--- src/design/mbe_pkg.sv ---
// Shared types and constants of the escape-time iteration block.
package mbe_pkg;

    localparam int C_W       = 32;  // width of one component of c
    localparam int CNT_W     = 10;  // iteration counter and limit width
    localparam int LIMB_W    = 32;  // operand slice of the shared multiplier
    localparam int CFG_IDX_W = 2;

    localparam logic [CFG_IDX_W-1:0] CFG_MAX_ITER   = CFG_IDX_W'(0);
    localparam logic [CFG_IDX_W-1:0] CFG_DROP_BELOW = CFG_IDX_W'(1);

    localparam logic [CNT_W-1:0] MAX_ITER_RST   = CNT_W'(200);
    localparam logic [CNT_W-1:0] DROP_BELOW_RST = CNT_W'(0);

    typedef struct packed {
        logic signed [C_W-1:0] c_real;
        logic signed [C_W-1:0] c_imag;
    } t_in;

    typedef struct packed {
        logic [CNT_W-1:0] iterations;
        logic             shape_rejected;
        logic             escaped;
        logic             counted;
    } t_out;

    typedef struct packed {
        logic start;
        logic wide;
    } t_mul_req;

    typedef enum logic [3:0] {
        S_IDLE,
        S_CI2,
        S_AA,
        S_PSUM,
        S_PQ,
        S_BB,
        S_CHECK,
        S_XY,
        S_XX,
        S_YY,
        S_DONE
    } t_state;

endpackage

--- src/design/mbe_mul.sv ---
// Shared signed multiplier built from 32 by 32 partial products over several cycles.
module mbe_mul
    import mbe_pkg::*;
#(
    parameter int OW       = 38,
    parameter int NARROW_W = 32
) (
    input  logic                i_clk,
    input  logic                i_rst_n,
    input  t_mul_req            i_req,
    input  logic signed [OW:0]  i_a,
    input  logic signed [OW:0]  i_b,
    output logic                o_done,
    output logic signed [2*OW:0] o_prod
);

    localparam int   OPAD      = 2 * LIMB_W;
    localparam int   PW        = 2 * OW + 1;
    localparam logic NARROW_OK = (NARROW_W <= LIMB_W) ? 1'b1 : 1'b0;

    logic                 r_busy;
    logic [1:0]           r_step;
    logic [1:0]           r_last;
    logic                 r_ppv;
    logic                 r_done;
    logic [OPAD-1:0]      r_ma;
    logic [OPAD-1:0]      r_mb;
    logic                 r_neg;
    logic [2*LIMB_W-1:0]  r_pp;
    logic [1:0]           r_sh;
    logic                 r_pplast;
    logic signed [PW-1:0] r_acc;

    logic signed [OW:0]   w_abs_a;
    logic signed [OW:0]   w_abs_b;
    logic [LIMB_W-1:0]    w_la;
    logic [LIMB_W-1:0]    w_lb;
    logic [PW-1:0]        w_term;

    assign w_abs_a = i_a[OW] ? -i_a : i_a;
    assign w_abs_b = i_b[OW] ? -i_b : i_b;

    // step bit 0 picks the slice of a, bit 1 the slice of b
    assign w_la = r_step[0] ? r_ma[OPAD-1:LIMB_W] : r_ma[LIMB_W-1:0];
    assign w_lb = r_step[1] ? r_mb[OPAD-1:LIMB_W] : r_mb[LIMB_W-1:0];

    always_comb begin
        case (r_sh)
            2'd0:    w_term = PW'(r_pp);
            2'd1:    w_term = PW'(r_pp) << LIMB_W;
            default: w_term = PW'(r_pp) << (2 * LIMB_W);
        endcase
    end

    always_ff @(posedge i_clk) begin
        if (!i_rst_n) begin
            r_busy <= 1'b0;
            r_ppv  <= 1'b0;
            r_done <= 1'b0;
            r_step <= 2'd0;
            r_last <= 2'd0;
        end else begin
            r_done <= r_ppv & r_pplast;
            r_ppv  <= r_busy;
            if (i_req.start) begin
                r_busy <= 1'b1;
                r_step <= 2'd0;
                r_last <= (i_req.wide || !NARROW_OK) ? 2'd3 : 2'd0;
            end else if (r_busy) begin
                r_step <= r_step + 2'd1;
                if (r_step == r_last) begin
                    r_busy <= 1'b0;
                end
            end
        end
    end

    always_ff @(posedge i_clk) begin
        if (i_req.start) begin
            r_ma  <= {{(OPAD-OW){1'b0}}, w_abs_a[OW-1:0]};
            r_mb  <= {{(OPAD-OW){1'b0}}, w_abs_b[OW-1:0]};
            r_neg <= i_a[OW] ^ i_b[OW];
            r_acc <= '0;
        end else if (r_ppv) begin
            // fold the sign in as the slices arrive
            r_acc <= r_neg ? (r_acc - $signed(w_term)) : (r_acc + $signed(w_term));
        end
        if (r_busy) begin
            r_pp     <= w_la * w_lb;
            r_sh     <= {1'b0, r_step[0]} + {1'b0, r_step[1]};
            r_pplast <= (r_step == r_last);
        end
    end

    assign o_done = r_done;
    assign o_prod = r_acc;

endmodule

--- src/design/mandelbrot_escape_iteration.sv ---
// Escape-time iteration with cardioid and bulb pre-check; top level.
//
// Input channel (i_in_valid / o_in_ready / i_in_data) takes one point c as
// two signed fixed-point components with FRAC_BITS fraction bits. Output
// channel (o_out_valid / i_out_ready / o_out_data) returns one item per
// point: iteration count and the shape_rejected, escaped and counted flags.
// The configuration channel writes max_iter (index 0) and drop_below
// (index 1); other indexes are ignored. It is always ready.
// One shared multiplier does all the work under a small sequencer: a wide
// product uses four 32 by 32 slices, an iteration product a single slice
// while FRAC_BITS is at most 29 and four slices above that.
// A point inside the cardioid or the bulb finishes without iterating.
// One point is in flight; ready returns once the result has moved to the
// output register.
// A result waiting on a stalled receiver holds in the output register; a
// further point is still taken and worked on, and its result waits in the
// sequencer until the output register frees.
// Reset: synchronous, active low; max_iter returns to 200, drop_below to 0,
// and any point or result in flight is dropped.
module mandelbrot_escape_iteration
    import mbe_pkg::*;
#(
    parameter int FRAC_BITS = 28
) (
    input  logic                 i_clk,
    input  logic                 i_rst_n,
    input  logic                 i_in_valid,
    output logic                 o_in_ready,
    input  t_in                  i_in_data,
    output logic                 o_out_valid,
    input  logic                 i_out_ready,
    output t_out                 o_out_data,
    input  logic                 i_cfg_valid,
    output logic                 o_cfg_ready,
    input  logic [CFG_IDX_W-1:0] i_cfg_index,
    input  logic [CNT_W-1:0]     i_cfg_data
);

    // Magnitude bound of a = c_real - 1/4 (and of c_imag)
    localparam int AW  = (FRAC_BITS - 2 > C_W - 1) ? FRAC_BITS - 1 : C_W;
    // Magnitude width of z components and of b = c_real + 1
    localparam int MW  = ((FRAC_BITS + 2 > C_W - 1) ? FRAC_BITS + 2 : C_W - 1) + 1;
    // Magnitude width of p and p + a in the cardioid test
    localparam int QW  = ((2*AW + 1 - FRAC_BITS > AW) ? 2*AW + 1 - FRAC_BITS : AW) + 1;
    localparam int OW  = (MW > QW) ? MW : QW;
    localparam int OPW = OW + 1;
    localparam int PW  = 2 * OW + 1;
    localparam int SW  = PW + 1;

    localparam logic signed [OPW-1:0] K_QUARTER = {{(OPW-1){1'b0}}, 1'b1} << (FRAC_BITS - 2);
    localparam logic signed [OPW-1:0] K_ONE     = {{(OPW-1){1'b0}}, 1'b1} << FRAC_BITS;

    t_state r_state;
    t_state n_state;
    logic   r_go;
    logic   r_out_valid;
    t_out   r_out_data;
    t_out   r_res;

    logic [CNT_W-1:0] r_max_iter;
    logic [CNT_W-1:0] r_drop_below;
    logic [CNT_W-1:0] r_iter;

    logic signed [C_W-1:0] r_cr;
    logic signed [C_W-1:0] r_ci;
    logic signed [OPW-1:0] r_a;
    logic signed [OPW-1:0] r_b;
    logic signed [OPW-1:0] r_p;
    logic signed [OPW-1:0] r_q;
    logic signed [OPW-1:0] r_x;
    logic signed [OPW-1:0] r_y;
    logic signed [PW-1:0]  r_ci2;
    logic signed [PW-1:0]  r_x2;
    logic signed [PW-1:0]  r_y2;
    logic signed [PW-1:0]  r_d;

    t_mul_req              w_mul_req;
    logic signed [OPW-1:0] w_mul_a;
    logic signed [OPW-1:0] w_mul_b;
    logic                  w_mul_done;
    logic signed [PW-1:0]  w_prod;

    logic                  w_in_ready;
    logic                  w_out_free;
    logic                  w_next_mul;
    logic signed [OPW-1:0] w_in_cr;
    logic signed [OPW-1:0] w_cr_x;
    logic signed [OPW-1:0] w_ci_x;
    logic signed [SW-1:0]  w_pc;
    logic signed [SW-1:0]  w_pc_sh;
    logic signed [PW+1:0]  w_lhs;
    logic signed [PW+1:0]  w_ci2_l;
    logic                  w_in_cardioid;
    logic                  w_in_bulb;
    logic signed [SW-1:0]  w_sum;
    logic                  w_below4;
    logic                  w_iter_lt;
    logic                  w_go_on;
    logic signed [PW-1:0]  w_diff;
    logic signed [PW-1:0]  w_xy_sh;
    logic signed [PW-1:0]  w_d_sh;
    logic signed [OPW-1:0] n_x;
    logic signed [OPW-1:0] n_y;
    logic signed [OPW-1:0] n_p;

    mbe_mul #(
        .OW       (OW),
        .NARROW_W (MW)
    ) u_mul (
        .i_clk   (i_clk),
        .i_rst_n (i_rst_n),
        .i_req   (w_mul_req),
        .i_a     (w_mul_a),
        .i_b     (w_mul_b),
        .o_done  (w_mul_done),
        .o_prod  (w_prod)
    );

    // ---------------------------------------------------------------
    // Datapath arithmetic around the shared multiplier
    // ---------------------------------------------------------------
    assign w_in_cr = {{(OPW-C_W){i_in_data.c_real[C_W-1]}}, i_in_data.c_real};
    assign w_cr_x  = {{(OPW-C_W){r_cr[C_W-1]}}, r_cr};
    assign w_ci_x  = {{(OPW-C_W){r_ci[C_W-1]}}, r_ci};

    // product plus c_imag squared: serves p in the cardioid test and the bulb test
    assign w_pc    = {w_prod[PW-1], w_prod} + {r_ci2[PW-1], r_ci2};
    assign w_pc_sh = w_pc >>> FRAC_BITS;
    assign n_p     = w_pc_sh[OPW-1:0];

    // cardioid: 4*p*(p + a) < c_imag^2
    assign w_lhs         = {w_prod, 2'b00};
    assign w_ci2_l       = {{2{r_ci2[PW-1]}}, r_ci2};
    assign w_in_cardioid = (w_lhs < w_ci2_l);
    // bulb: (c_real + 1)^2 + c_imag^2 below 1/16; the sum is never negative
    assign w_in_bulb     = ~|w_pc[SW-1:2*FRAC_BITS-4];

    // escape test: x^2 + y^2 below 4
    assign w_sum     = {r_x2[PW-1], r_x2} + {r_y2[PW-1], r_y2};
    assign w_below4  = ~|w_sum[SW-1:2*FRAC_BITS+2];
    assign w_iter_lt = (r_iter < r_max_iter);
    assign w_go_on   = w_below4 && w_iter_lt;
    assign w_diff    = r_x2 - r_y2;

    // new z: floor of the exact products, then add c
    assign w_xy_sh = w_prod >>> (FRAC_BITS - 1);
    assign w_d_sh  = r_d >>> FRAC_BITS;
    assign n_y     = w_xy_sh[OPW-1:0] + w_ci_x;
    assign n_x     = w_d_sh[OPW-1:0] + w_cr_x;

    assign w_out_free = !r_out_valid || i_out_ready;

    // ---------------------------------------------------------------
    // Sequencer: next state
    // ---------------------------------------------------------------
    always_comb begin
        n_state = r_state;
        unique case (r_state)
            S_IDLE: begin
                if (i_in_valid) begin
                    n_state = S_CI2;
                end
            end
            S_CI2: begin
                if (w_mul_done) begin
                    n_state = S_AA;
                end
            end
            S_AA: begin
                if (w_mul_done) begin
                    n_state = S_PSUM;
                end
            end
            S_PSUM: begin
                n_state = S_PQ;
            end
            S_PQ: begin
                if (w_mul_done) begin
                    n_state = w_in_cardioid ? S_DONE : S_BB;
                end
            end
            S_BB: begin
                if (w_mul_done) begin
                    n_state = w_in_bulb ? S_DONE : S_CHECK;
                end
            end
            S_CHECK: begin
                n_state = w_go_on ? S_XY : S_DONE;
            end
            S_XY: begin
                if (w_mul_done) begin
                    n_state = S_XX;
                end
            end
            S_XX: begin
                if (w_mul_done) begin
                    n_state = S_YY;
                end
            end
            S_YY: begin
                if (w_mul_done) begin
                    n_state = S_CHECK;
                end
            end
            S_DONE: begin
                if (w_out_free) begin
                    n_state = S_IDLE;
                end
            end
            default: begin
                n_state = S_IDLE;
            end
        endcase
    end

    // ---------------------------------------------------------------
    // Sequencer: outputs (multiplier operands and request, input ready)
    // ---------------------------------------------------------------
    always_comb begin
        w_mul_req.start = r_go;
        w_mul_req.wide  = 1'b0;
        w_mul_a         = r_x;
        w_mul_b         = r_y;
        w_in_ready      = 1'b0;
        unique case (r_state)
            S_IDLE: begin
                w_in_ready = 1'b1;
            end
            S_CI2: begin
                w_mul_req.wide = 1'b1;
                w_mul_a        = w_ci_x;
                w_mul_b        = w_ci_x;
            end
            S_AA: begin
                w_mul_req.wide = 1'b1;
                w_mul_a        = r_a;
                w_mul_b        = r_a;
            end
            S_PQ: begin
                w_mul_req.wide = 1'b1;
                w_mul_a        = r_p;
                w_mul_b        = r_q;
            end
            S_BB: begin
                w_mul_req.wide = 1'b1;
                w_mul_a        = r_b;
                w_mul_b        = r_b;
            end
            S_XX: begin
                w_mul_a = r_x;
                w_mul_b = r_x;
            end
            S_YY: begin
                w_mul_a = r_y;
                w_mul_b = r_y;
            end
            default: begin
                w_mul_a = r_x;
                w_mul_b = r_y;
            end
        endcase
    end

    // issue a product in the first cycle of every multiply state
    assign w_next_mul = (n_state == S_CI2) || (n_state == S_AA) || (n_state == S_PQ) ||
                        (n_state == S_BB)  || (n_state == S_XY) || (n_state == S_XX) ||
                        (n_state == S_YY);

    // ---------------------------------------------------------------
    // Control registers
    // ---------------------------------------------------------------
    always_ff @(posedge i_clk) begin
        if (!i_rst_n) begin
            r_state      <= S_IDLE;
            r_go         <= 1'b0;
            r_out_valid  <= 1'b0;
            r_max_iter   <= MAX_ITER_RST;
            r_drop_below <= DROP_BELOW_RST;
        end else begin
            r_state <= n_state;
            r_go    <= (n_state != r_state) && w_next_mul;
            if ((r_state == S_DONE) && w_out_free) begin
                r_out_valid <= 1'b1;
            end else if (i_out_ready) begin
                r_out_valid <= 1'b0;
            end
            if (i_cfg_valid) begin
                unique case (i_cfg_index)
                    CFG_MAX_ITER:   r_max_iter   <= i_cfg_data;
                    CFG_DROP_BELOW: r_drop_below <= i_cfg_data;
                    default: begin
                    end
                endcase
            end
        end
    end

    // ---------------------------------------------------------------
    // Payload registers
    // ---------------------------------------------------------------
    always_ff @(posedge i_clk) begin
        unique case (r_state)
            S_IDLE: begin
                if (i_in_valid) begin
                    r_cr <= i_in_data.c_real;
                    r_ci <= i_in_data.c_imag;
                    r_a  <= w_in_cr - K_QUARTER;
                    r_b  <= w_in_cr + K_ONE;
                end
            end
            S_CI2: begin
                if (w_mul_done) begin
                    r_ci2 <= w_prod;
                end
            end
            S_AA: begin
                if (w_mul_done) begin
                    r_p <= n_p;
                end
            end
            S_PSUM: begin
                r_q <= r_p + r_a;
            end
            S_PQ: begin
                if (w_mul_done) begin
                    r_res.iterations     <= '0;
                    r_res.shape_rejected <= 1'b1;
                    r_res.escaped        <= 1'b0;
                    r_res.counted        <= 1'b0;
                end
            end
            S_BB: begin
                if (w_mul_done) begin
                    // start the orbit at zero
                    r_x    <= '0;
                    r_y    <= '0;
                    r_x2   <= '0;
                    r_y2   <= '0;
                    r_iter <= '0;
                end
            end
            S_CHECK: begin
                r_d                  <= w_diff;
                r_res.iterations     <= r_iter;
                r_res.shape_rejected <= 1'b0;
                r_res.escaped        <= w_iter_lt;
                r_res.counted        <= w_iter_lt && (r_iter > r_drop_below);
            end
            S_XY: begin
                if (w_mul_done) begin
                    r_x    <= n_x;
                    r_y    <= n_y;
                    r_iter <= r_iter + CNT_W'(1);
                end
            end
            S_XX: begin
                if (w_mul_done) begin
                    r_x2 <= w_prod;
                end
            end
            S_YY: begin
                if (w_mul_done) begin
                    r_y2 <= w_prod;
                end
            end
            S_DONE: begin
                if (w_out_free) begin
                    r_out_data <= r_res;
                end
            end
            default: begin
            end
        endcase
    end

    assign o_in_ready  = w_in_ready;
    assign o_out_valid = r_out_valid;
    assign o_out_data  = r_out_data;
    assign o_cfg_ready = 1'b1;

endmodule

--- config.mk ---
export PLATFORM = sky130hd
export DESIGN_NAME = mandelbrot_escape_iteration
export DESIGN_NICKNAME = d
export VERILOG_FILES = /design/src/design/mbe_pkg.sv /design/src/design/mbe_mul.sv /design/src/design/mandelbrot_escape_iteration.sv
export SDC_FILE = /design/constraint.sdc
export NUM_CORES = 2
export LEC_CHECK = 0
export BUFFER_PORTS_ARGS = -buffer_cell sky130_fd_sc_hd__buf_2
export CAP_MARGIN = 20
export CELL_PAD_IN_SITES_DETAIL_PLACEMENT = 1
export CELL_PAD_IN_SITES_GLOBAL_PLACEMENT = 1
export CORE_ASPECT_RATIO = 1.25
export CORE_MARGIN = 1.5
export CORE_UTILIZATION = 40
export CTS_CLUSTER_DIAMETER = 50
export DETAILED_ROUTE_END_ITERATION = 16
export GPL_TIMING_DRIVEN = 1
export HOLD_SLACK_MARGIN = 0.15
export PLACE_DENSITY = 0.66
export SLEW_MARGIN = 5
export SYNTH_ARGS = -nofsm -noshare
export SYNTH_HDL_FRONTEND = slang
export SYNTH_HIERARCHICAL = 1
export SYNTH_SLANG_ARGS = --single-unit
--- constraint.sdc ---
create_clock -name i_clk -period 16.85 [get_ports i_clk]
set_clock_uncertainty 0.05 [all_clocks]
set_input_delay 4.2125 -clock i_clk [delete_from_list [all_inputs] [get_ports i_clk]]
set_output_delay 4.2125 -clock i_clk [all_outputs]
set_load 0.02 [all_outputs]
# --- Yosys cells after proc, flatten, opt, wreduce, memory -nomap -nowiden ---
# Index checks and enable logic that the tools add are counted.
word_totals:
  regBits: 886
  output_inout_bits: 16
  input_bits: 81
  wordCells: 164
classes:
  magnitude_cmp: 3
  multipliers: 1
  n_mux: 43
  add_sub_neg: 15
  n_reduce_logical: 35
  n_bitwise: 3
  eq_ne: 26
ops:
  columns: ["op", "n"]
  rows:
  - ["one-hot mux 77 bit (2 select lines)", 3]
  - ["one-hot mux 39 bit (5 select lines)", 2]
  - ["two-way mux 77 bit", 3]
  - ["adder 77 x 77 -> 78 bit", 2]
  - ["one-hot mux 39 bit (2 select lines)", 2]
  - ["adder 39 bit", 3]
  - ["two-way mux 39 bit", 3]
  - ["< comparator 79 x 77 -> 1 bit", 1]
  - ["adder 77 bit", 1]
  - ["subtractor 77 bit", 1]
  - ["two-way mux 38 bit", 2]
  - ["negation 38 bit", 2]
  - ["subtractor 67 bit", 1]
  - ["multiplier 32 x 32 -> 64 bit", 1]
  - ["two-way mux 32 bit", 2]
  - ["two-way mux 4 bit", 12]
  - ["one-hot mux 4 bit (11 select lines)", 1]
  - ["adder 32 x 30 -> 33 bit (second input constant)", 1]
  - ["subtractor 32 x 28 -> 33 bit (second input constant)", 1]
  - ["equality test 4 x 3 -> 1 bit (second input constant)", 7]
  - ["one-hot mux 13 bit (2 select lines)", 1]
  - ["OR reduction 26 bit", 1]
  - ["equality test 4 bit (second input constant)", 5]
  - ["two-way mux 10 bit", 2]
  - ["29 further kinds", 66]

# --- Logic depth before layout (Yosys ltp) ---
depth:
  ltp_word: 14
  ltp_mapped: 34
  mapped_depth_nobuf: 30

# --- Cells and area by module ---
# The synthesis kept the hierarchy.
modules_own_cells:
  columns: ["mod", "cells_each", "instances", "seq_area_each_um2", "area_each_um2"]
  rows:
  - ["mbe_mul", 5617, 1, 5985.7, 48839.3]
  - ["mandelbrot_escape_iteration", 3993, 1, 16676.0, 39469.1]

# --- Least setup slack after synthesis ---
# No wires, ideal clock.
synth_path:
  path_type: "register -> register"
  from: "register r_state[0]"
  to: "register r_ci2[0], enable pin"
  setup_time_ns: 0.702
  t_required_ns: 16.098
  setup_slack_ns: 7.896
  path_stages_with_launch: 5
  t_arrival_ns: 8.202
  path_buffers: 2
  synth_period_minus_slack_ns: 8.954
  path_cell_list: "dfxtp_1 > clkbuf_1 > or2b_2 > buf_6 > nor4_1"
synth_via:
  elab_chain_len: 2
synth_lines:
  columns: ["item", "line", "source"]
  rows:
  - ["start: declaration", "mandelbrot_escape_iteration.sv:53", "t_state r_state;"]
  - ["start signal: assignment", "mandelbrot_escape_iteration.sv:280", "r_state <= n_state;"]
  - ["equality test 4 x 1 -> 1 bit", "mandelbrot_escape_iteration.sv:302", "unique case (r_state)"]
  - ["AND reduction 2 bit (no line)", null, null]
  - ["end signal: assignment", "mandelbrot_escape_iteration.sv:313", "r_ci2 <= w_prod;"]
  - ["end: declaration", "mandelbrot_escape_iteration.sv:72", "logic signed [PW-1:0] r_ci2;"]
# Every way passes these cells.
# A chain may end at the register's enable or synchronous reset.

# --- Worst setup path in the final report ---
layout_path:
  from: "register u_mul.r_step[1]"
  to: "register u_mul.r_pp[62] (data pin)"
layout_via:
  elab_chain_len: 2
layout_lines:
  columns: ["item", "line", "source"]
  rows:
  - ["start: declaration", "mbe_mul.sv:22", "logic [1:0] r_step;"]
  - ["start signal: assignment", "mbe_mul.sv:70", "r_step <= r_step + 2'd1;"]
  - ["two-way mux 32 bit", "mbe_mul.sv:45", "assign w_lb = r_step[1] ? r_mb[OPAD-1:LIMB_W] : r_mb[LIMB_W-1:0];"]
  - ["multiplier 32 x 32 -> 64 bit", "mbe_mul.sv:89", "r_pp <= w_la * w_lb;"]
  - ["end signal: assignment", "mbe_mul.sv:89", null]
  - ["end: declaration", "mbe_mul.sv:29", "logic [2*LIMB_W-1:0] r_pp;"]
# Every way passes these cells.

==> load_flow_metrics.sql <==
INSERT INTO impl_metrics (metric_group, metric, value, unit) VALUES
('setup_path', 'worst-endpoint-required', '17250', 'ps'),
('sta', 'setup_violations', '0', ''),
('run', 'drv.max_cap_violation_count', '0', ''),
('min_path', 'holdCritPathClass', 'flip-flop to flip-flop', ''),
('sta', 'period_minus_slack', '10100', 'ps'),
('setup_path', 'critPathArrivalTime', '10500', 'ps'),
('placed_design', 'placed_cells', '12348', ''),
('detailed_routing', 'routed_wire_length_per_instance', '28.0', 'um'),
('global_route', 'via_count_of_the_first_global_routing_pass', '79201', ''),
('clock_tree', 'clock_latency_of_the_later_clocked_register_in_the_worst_skew_pair', '740', 'ps'),
('setup_path', 'critical_path.endpoint_type', 'flip-flop', ''),
('sta', 'worst_pin_slew', '1190', 'ps'),
('setup_path', 'cp_slowest_cell', 'sky130_fd_sc_hd__dfxtp_2', ''),
('detailed_routing', 'drt_iter0_markers', '4835', ''),
('clock_tree', 'tritoncts_clock_tree', 'done', ''),
('setup_path', 'cp.depth', '26', ''),
('synthesis', 'synth-seq-area-share', '0.257', ''),
('final_layout', 'post_layout_nonfiller_instances', '12539', ''),
('sta', 'rsz_0062_raised_after_global_routing', 'false', ''),
('floorplanning', 'initial_core_util', '0.403', ''),
('final_layout', 'multi_input_comb_area', '0.0595', 'mm^2'),
('floorplanning', 'core_area', '0.219', 'mm^2'),
('floorplanning', 'design.portCount', '97', ''),
('detailed_routing', 'final_antenna_net_count', '0', ''),
('placed_design', 'numPortBuffers', '95', ''),
('clock_tree', 'cts_hold_bufs', '0', ''),
('setup_path', 'critical-path-max-stage-delay', '770', 'ps'),
('final_layout', 'layout.nets', '11295', ''),
('detailed_routing', 'vias_after_detailed_routing', '72758', ''),
('final_layout', 'area.growth.synth_to_final', '8.39', '%'),
('setup_path', 'worstPathBufferInverterCount', '6', ''),
('global_route', 'gr-max-usage-layer', 'met2', ''),
('clock_tree', 'numCtsBuffers', '97', ''),
('placed_design', 'hpwlAfterDp', '285000', 'um'),
('synthesis', 'postSynthRegisterBits', '791', ''),
('final_layout', 'ff_latch_area', '0.0227', 'mm^2'),
('setup_path', 'startpoint_type', 'flip-flop', ''),
('detailed_routing', 'route.detailed.drc', '0', ''),
('setup_path', 'timing.critical_path.mode_cell', 'sky130_fd_sc_hd__fa_1', ''),
('placed_design', 'post_detailed_placement_cell_area', '0.0924', 'mm^2'),
('detailed_routing', 'totalWireLength', '351000', 'um'),
('global_route', 'grt.total_usage', '0.313', ''),
('clock_tree', 'cts_htree_levels', '3', ''),
('floorplanning', 'std_cell_rows', '192', ''),
('final_layout', 'layout.cells.most_common', 'sky130_fd_sc_hd__inv_1', ''),
('global_route', 'overflow', '0', ''),
('synthesis', 'syn-cell-area', '0.0883', 'mm^2'),
('synthesis', 'post_synth.cell_area_avg', '9.19', 'um^2'),
('global_route', 'antenna_found_initial', '8', ''),
('global_route', 'grt_max_degree', '78', ''),
('setup_path', 'path_delay_family', 'adder cells', ''),
('final_layout', 'fillers', '25258', ''),
('detailed_routing', 'drt-pass1-iter-count', '5', ''),
('min_path', 'hold_path_depth', '0', ''),
('synthesis', 'synth_cell_types', '115', ''),
('sta', 'final-max-slew-violation-count', '0', ''),
('final_layout', 'share_of_layout_cells_above_drive_strength_1', '0.0666', ''),
('global_route', 'globalRouteMet1Util', '0.359', ''),
('synthesis', 'synth-edff-count', '682', ''),
('outcome', 'outcome', 'completed', ''),
('floorplanning', 'dieHeight', '528', 'um'),
('sta', 'setup_total_negative_slack', '0', 'ps'),
('setup_path', 'number_of_cells_traversed_by_the_worst_register_to_register_path', '26', ''),
('synthesis', 'async_flop_share', '0', ''),
('setup_path', 'critPathKind', 'flip-flop to flip-flop', ''),
('placed_design', 'place.gp.congestion', '0.990', ''),
('sta', 'hold_viol', '0', ''),
('synthesis', 'synth_warnings', '6', ''),
('sta', 'max_freq', '99.0', 'MHz'),
('clock_tree', 'clock_root_buffer', 'sky130_fd_sc_hd__clkbuf_16', ''),
('clock_tree', 'cts.repair_timing.setup_buffer_count', '0', '');
## worst reg2reg max path: stages, from the launching register on
cell,delay (ps)
sky130_fd_sc_hd__dfxtp_2,770
sky130_fd_sc_hd__buf_4,510
sky130_fd_sc_hd__mux2i_2,270
sky130_fd_sc_hd__buf_4,400
sky130_fd_sc_hd__nor2_1,150
sky130_fd_sc_hd__fa_1,590
sky130_fd_sc_hd__fa_1,450
sky130_fd_sc_hd__fa_1,520
sky130_fd_sc_hd__inv_1,60
sky130_fd_sc_hd__fa_1,480
sky130_fd_sc_hd__inv_1,40
sky130_fd_sc_hd__ha_1,270
sky130_fd_sc_hd__ha_1,280
sky130_fd_sc_hd__fa_1,490
sky130_fd_sc_hd__inv_1,50
sky130_fd_sc_hd__fa_1,490
sky130_fd_sc_hd__inv_1,50
sky130_fd_sc_hd__ha_1,390
sky130_fd_sc_hd__nand2_1,150
sky130_fd_sc_hd__or3_1,430
sky130_fd_sc_hd__o31ai_1,710
sky130_fd_sc_hd__a21oi_1,340
sky130_fd_sc_hd__o31ai_1,740
sky130_fd_sc_hd__a31oi_1,290
sky130_fd_sc_hd__o41ai_1,480
sky130_fd_sc_hd__a41oi_1,210
sky130_fd_sc_hd__xnor2_1,170
## routing by layer
metal	wire (um)	vias to the layer above
li1	-	32445
met1	134000	37408
met3	15000	780
met5	0	-
met2	175000	2125
met4	27000	0
## area by class of cell
cell class              count  share of cell area
inverters                1200              0.0471
diodes                      5            0.000131
flip-flops and latches    791               0.237
repair buffers            302              0.0215
clock buffers             113              0.0265
well taps                2910              0.0380
multi-input cells        7148               0.622
clock inverters            70             0.00818
## cell usage after synthesis, drive strengths merged, types with 76 or more instances
master | n | area share
nor3 | 135 | 0.0077
o21bai | 76 | 0.0067
xnor2 | 267 | 0.026
nand2b | 122 | 0.0087
a21oi | 524 | 0.030
inv | 1197 | 0.051
clkbuf | 397 | 0.017
fa | 900 | 0.20
nand2 | 883 | 0.038
mux2i | 112 | 0.013
dfxtp | 109 | 0.025
o21ai | 297 | 0.017
xor2 | 154 | 0.015
and3 | 119 | 0.0084
nand3 | 113 | 0.0064
and2 | 119 | 0.0084
a31oi | 81 | 0.0057
ha | 774 | 0.11
nor2b | 146 | 0.010
nor2 | 1113 | 0.047
a21o | 230 | 0.020
nand4 | 110 | 0.0078
edfxtp | 682 | 0.23
## worst paths after layout
| kind | slack [ps] | from | endpoint |
|---|---|---|---|
| max | 6750 | u_mul/r_step[1] | u_mul/r_pp[62] |
| min | 370 | r_res[11] | o_out_data[11] |
| max reg2reg | 6750 | u_mul/r_step[1] | u_mul/r_pp[62] |
| min reg2reg | 370 | r_res[11] | o_out_data[11] |
## registers in the layout, indices dropped and copies added, names as in the netlist, 38 cells and up
name          cells
r_y              39
r_y2             77
r_p              39
r_d              39
r_x2             77
u_mul/o_prod     77
r_x              39
u_mul/r_pp       64
r_q              39
u_mul/r_mb       38
r_ci2            77
u_mul/r_ma       38
## cells by family (layout without fill, tap and decap cells)
kind of cell	Yosys count	count (layout)	synth area share
other cells	1	6	0.0000425
fa+ha+maj	1674	1674	0.314
buf+inv	1671	1685	0.0728
compound gates	1812	1812	0.137
mux	126	126	0.0145
flops	791	791	0.257
simple gates	3114	3114	0.164
xor+xnor	421	421	0.0418
## metrics by stage
stage / utilization / setup WS [ps] / hold slack, ps
3_5_place_dp: 0.422 / 6910 / 356
4_1_cts: 0.437 / 6840 / 370
6_report: 0.437 / 6750 / 371
5_1_grt: 0.437 / 6350 / 379
2_1_floorplan: - / 7900 / 350
3_3_place_gp: 0.421 / 7030 / 353
Power is not shown: default switching activity piles up to over one toggle a cycle in this logic, so the estimate is an artifact.
